$ cat config.mk
export PLATFORM = sky130hd
export DESIGN_NAME = efcs_ctrl
export DESIGN_NICKNAME = d
export VERILOG_FILES = /design/src/rtl/efcs_pkg.sv /design/src/rtl/efcs_ctrl.sv
export SDC_FILE = /design/constraint.sdc
export NUM_CORES = 1
export LEC_CHECK = 0
export ABC_CLOCK_PERIOD_IN_PS = 1500
export BUFFER_PORTS_ARGS = -buffer_cell sky130_fd_sc_hd__clkbuf_2
export CAP_MARGIN = 25
export CORE_AREA = 2 2 39 41
export CTS_CLUSTER_DIAMETER = 200
export DETAILED_ROUTE_END_ITERATION = 10
export DIE_AREA = 0 0 41 43
export GPL_TIMING_DRIVEN = 0
export MAX_ROUTING_LAYER = met4
export PLACE_DENSITY = 0.49
export SKIP_LAST_GASP = 1
export SLEW_MARGIN = 20
export SYNTH_ARGS = -nofsm -noshare
export SYNTH_HDL_FRONTEND = slang
export SYNTH_SLANG_ARGS = --single-unit
$ cat constraint.sdc
create_clock -name clk -period 1.5 [get_ports clk]
set_input_delay 0.15 -clock clk [delete_from_list [all_inputs] [get_ports clk]]
set_output_delay 0.15 -clock clk [all_outputs]
set_load 0.05 [all_outputs]
$ cat src/rtl/efcs_pkg.sv
// Shared types and fixed widths for the earliest-free counter scheduler.
// Depends on nothing; every other file of the block imports it.
package efcs_pkg;

  localparam int SVC_W  = 16;
  localparam int PAY_W  = 16;
  localparam int TIME_W = 32;
  localparam int SIDX_W = 7;
  localparam int CFG_W  = 7;
  localparam logic [TIME_W-1:0] SAT_MAX = '1;

  // Commands from the controller to the datapath.
  typedef struct packed {
    logic capture;
    logic rd_parent;
    logic up_step;
    logic rd_root;
    logic load_root;
    logic pay_upd;
    logic rd_child;
    logic dn_step;
    logic write_e;
    logic done;
  } efcs_cmd_t;

  // Status from the datapath to the controller.
  typedef struct packed {
    logic filling;
    logic at_root;
    logic leaf;
    logic up_move;
    logic dn_move;
    logic out_free;
  } efcs_sts_t;

endpackage

$ cat src/rtl/efcs_ctrl.sv
// Sequencing state machine of the scheduler.
// Depends on efcs_pkg for the command and status structs.
module efcs_ctrl import efcs_pkg::*; (
  input  logic      clk,
  input  logic      rst_n,
  input  logic      in_valid,
  output logic      in_ready,
  input  efcs_sts_t sts,
  output efcs_cmd_t cmd
);

  localparam logic [3:0] S_IDLE    = 4'd0;
  localparam logic [3:0] S_UP_TEST = 4'd1;
  localparam logic [3:0] S_UP_CMP  = 4'd2;
  localparam logic [3:0] S_RD_ROOT = 4'd3;
  localparam logic [3:0] S_LOAD    = 4'd4;
  localparam logic [3:0] S_PAY     = 4'd5;
  localparam logic [3:0] S_DN_TEST = 4'd6;
  localparam logic [3:0] S_DN_CMP  = 4'd7;
  localparam logic [3:0] S_DONE    = 4'd8;

  logic [3:0] state_r, state_nxt;

  assign in_ready = (state_r == S_IDLE);

  // Next state and commands for each step of a request.
  always_comb begin
    state_nxt = state_r;
    cmd       = '0;
    case (state_r)
      S_IDLE: begin
        if (in_valid) begin
          cmd.capture = 1'b1;
          state_nxt   = sts.filling ? S_UP_TEST : S_RD_ROOT;
        end
      end
      S_UP_TEST: begin
        if (sts.at_root) begin
          cmd.write_e = 1'b1;
          state_nxt   = S_DONE;
        end else begin
          cmd.rd_parent = 1'b1;
          state_nxt     = S_UP_CMP;
        end
      end
      S_UP_CMP: begin
        if (sts.up_move) begin
          cmd.up_step = 1'b1;
          state_nxt   = S_UP_TEST;
        end else begin
          cmd.write_e = 1'b1;
          state_nxt   = S_DONE;
        end
      end
      S_RD_ROOT: begin
        cmd.rd_root = 1'b1;
        state_nxt   = S_LOAD;
      end
      S_LOAD: begin
        cmd.load_root = 1'b1;
        state_nxt     = S_PAY;
      end
      S_PAY: begin
        cmd.pay_upd = 1'b1;
        state_nxt   = S_DN_TEST;
      end
      S_DN_TEST: begin
        if (sts.leaf) begin
          cmd.write_e = 1'b1;
          state_nxt   = S_DONE;
        end else begin
          cmd.rd_child = 1'b1;
          state_nxt    = S_DN_CMP;
        end
      end
      S_DN_CMP: begin
        if (sts.dn_move) begin
          cmd.dn_step = 1'b1;
          state_nxt   = S_DN_TEST;
        end else begin
          cmd.write_e = 1'b1;
          state_nxt   = S_DONE;
        end
      end
      S_DONE: begin
        if (sts.out_free) begin
          cmd.done  = 1'b1;
          state_nxt = S_IDLE;
        end
      end
      default: state_nxt = S_IDLE;
    endcase
  end

  // State register.
  always_ff @(posedge clk) begin
    if (!rst_n) begin
      state_r <= S_IDLE;
    end else begin
      state_r <= state_nxt;
    end
  end

  // A request is only taken while nothing is in flight.
  a_capture_idle: assert property (@(posedge clk) disable iff (!rst_n)
    cmd.capture |=> (state_r == S_UP_TEST) || (state_r == S_RD_ROOT))
    else $error("request taken from a busy sequencer");
  // Completion always returns to idle.
  a_done_idle: assert property (@(posedge clk) disable iff (!rst_n)
    cmd.done |=> in_ready)
    else $error("sequencer did not return to idle");
  // The heap element is placed exactly once, on the way into the completion step.
  a_write_done: assert property (@(posedge clk) disable iff (!rst_n)
    cmd.write_e |=> state_r == S_DONE)
    else $error("element written outside the final step");

endmodule

==> impl_metrics.toml <==
[outcome]
status = "finished clean"

[logic_synthesis]
synth_area_per_cell_um2 = 7.27
netlist_area_um2 = 342
ys_types = 27
synth_edf_count = 0
synth_area_leaders = "dfxtp_1, nor3_1, nand2_1, nor2_1, o32ai_2"
ys_warn_count = 0
ys_seq_elements = 4
synth_common_cells = "nand2_1, nor2_1, nor3_1"
syn_inst = 47
ys_seq_area_share_pct = 23.4
async_flop_share_pct = 0
synthFlopType = "dfxtp_1"
netlist.top_cell.by_area = "dfxtp_1"
syn_nets = 56
yosys.area.top_type_share_pct = 23.4

[detailed_routing]
vias = 425
drt_iter0_markers = 4
routed_via_density = 4.78
post_drt_wl_per_cell_um = 11.0
firstDrtPassIters = 4
ant_nets = 0
routed_wl_um = 979
drc = 0

[setup_path]
crit_required_ns = 1.35
rr_worst_depth = 5
rr_startpoint = "state_r[1]$_SDFFE_PN0P_"
cp_max_fo = 8
crit_type = "flip-flop to output port"
r2r_slack_ns = 0.31
crit_arrival_ns = 1.34
start_kind = "flip-flop"
endpoint_kind = "output port"
worstReg2RegEnd = "state_r[3]$_SDFFE_PN0P_"

[grt]
grt_util_all_layers_pct = 11.7
overflow = 0
grt_first_pass_wirelength_um = 1410
grt_pass1_vias = 361
antenna_found_initial = 0
grt_max_degree = 11

[floorplanning]
die_h_um = 43
die_w_um = 41
die_area_um2 = 1760
ioPinCount = 20
core_area_um2 = 1380
row_count = 14
start_util_pct = 24.7

[power]
ir_worst_vdd_mv = 0.415
p_seq_share_pct = 21.1
cellInternalPower_mw = 0.363
power.share.clock_pct = 19.7
p_total_mw = 0.643
sw_frac_of_total_pct = 43.5
p_per_area_nw_per_um2 = 998
pwr-share-comb_pct = 59.2
p_leak_nw = 0.285
switchingPower_mw = 0.280

[worst_hold_path]
hp-class = "primary input to flip-flop"
hold-path-cell-count = 2
hp-start = "rst_n"
whs_endpoint = "state_r[3]$_SDFFE_PN0P_"

[timing]
slew_violations = 0
period_share_pct = 99.4
final.min_clock_period_ns = 1.49
rsz0062_at_grt = "true"
slew_headroom_pct = 79.1
hold_viol_final = 0
clock_skew_ns = 0.00363
max_clock_freq_mhz = 671
setup-violations-final = 0
worst_slew_pin_slew_ns = 0.304

[cts]
cts_made_buffers = 3
root_buffer = "clkbuf_4"
holdBufCountCts = 0
clk_pin_slew_worst_paths_ns = 0.04
clk_path_buf_depth = 2
htree_num_levels = 1
clk_latency_ns = 0.23
cts_sinks = 4
cts_tree = "done"

[place]
hpwlAfterDp_um = 725
dpl_cell_area_um2 = 510
dpl.cell_count = 82
place_congestion = 0.716
io_buffers = 19

[flow_run]
cap_violations = 0

[finish]
final_nets = 84
largest_reg_flops = 4
fill_cells = 148
design_area_um2 = 644
diodes = 0
syn_to_final_growth_pct = 88.6
final_cells = 89
final_layout_size_suffix_gt1_share_pct = 64.4
regMostFlops = "state_r"
reg.largest.list = "state_r x4"
[power groups by stage]
| stage | Clock (mW) | Combinational (mW) | Sequential (mW) |
|---|---|---|---|
| finish | 0.126 | 0.381 | 0.136 |
| CTS | 0.136 | 0.359 | 0.134 |
| global route | 0.143 | 0.402 | 0.137 |
| floorplan | 0 | 0.271 | 0.132 |
| detailed placement | 0 | 0.333 | 0.134 |
| global placement | 0 | 0.334 | 0.135 |
[metrics by stage]
step | hold slack (ns) | TNS (ns) | util, % | worst slack, ns
floorplan | 0.267 | -0.512 | - | -0.182
global placement | 0.389 | 0 | 36.9 | 0.136
detailed placement | 0.389 | 0 | 36.9 | 0.135
CTS | 0.144 | -0.0746 | 41.6 | -0.0417
global route | 0.149 | -0.0996 | 46.6 | -0.0647
finish | 0.150 | 0 | 46.6 | 0.00934
[layer usage]
layer	global-route usage (%)	part of all wire [%]	vias up
met4	6.00	0.61	0
met3	3.14	3.6	2
met2	17.2	54	8
li1	-	-	224
met1	14.1	42	191
met5	-	0	-
[cell type report]
type	instances	area (µm²)	area share (%)
inverter	2	7.51	1.17
buffer	4	52.6	8.16
clock buffer	3	22.5	3.50
sequential	4	85.1	13.2
tap	16	20.0	3.11
timing repair buffer	23	175	27.2
multi-input combinational	37	282	43.7
[kinds of logic (layout without fill, tap and decap cells)]
logic type | after synthesis | after routing | share of synthesized area (%)
flops | 4 | 4 | 23.4
compound gates | 9 | 9 | 20.2
simple gates | 27 | 27 | 42.9
buf+inv | 6 | 32 | 10.6
mux | 1 | 1 | 2.93
[worst max-delay path by stage]
stage                                       start      to  depth (start not counted)
after floorplan           state_r[0]$_SDFFE_PN0P_  cmd[8]                          3
after global placement    state_r[0]$_SDFFE_PN0P_  cmd[8]                          4
after detailed placement  state_r[0]$_SDFFE_PN0P_  cmd[8]                          4
after CTS                 state_r[1]$_SDFFE_PN0P_  cmd[1]                          4
after global routing      state_r[1]$_SDFFE_PN0P_  cmd[1]                          5
final                     state_r[1]$_SDFFE_PN0P_  cmd[1]                          5
[placed cells by master (no fill, tap or decap), types with 2 or more instances in the layout]
master / count
dfxtp_1: 2
clkbuf_4: 6
buf_6: 4
nand2_1: 4
buf_4: 5
clkbuf_2: 10
a21oi_1: 2
nor4_2: 2
clkbuf_8: 2
nor3_2: 5
buf_8: 3
nor2_1: 4
nand3b_1: 2
[worst max-delay path, cell delays in order, from the launching register on]
cell,delay [ns]
dfxtp_1,0.31
buf_6,0.14
nor3b_1,0.18
a31oi_1,0.08
o32ai_2,0.15
clkbuf_8,0.25
[what timing repair did]
item / 4_1_cts / 5_1_grt
setup endpoints to repair: 9 / 9
pin swaps: 0 / 3
gates resized for setup: 13 / 17
setup buffers: 0 / 4
(Power assumes the default switching activity.)
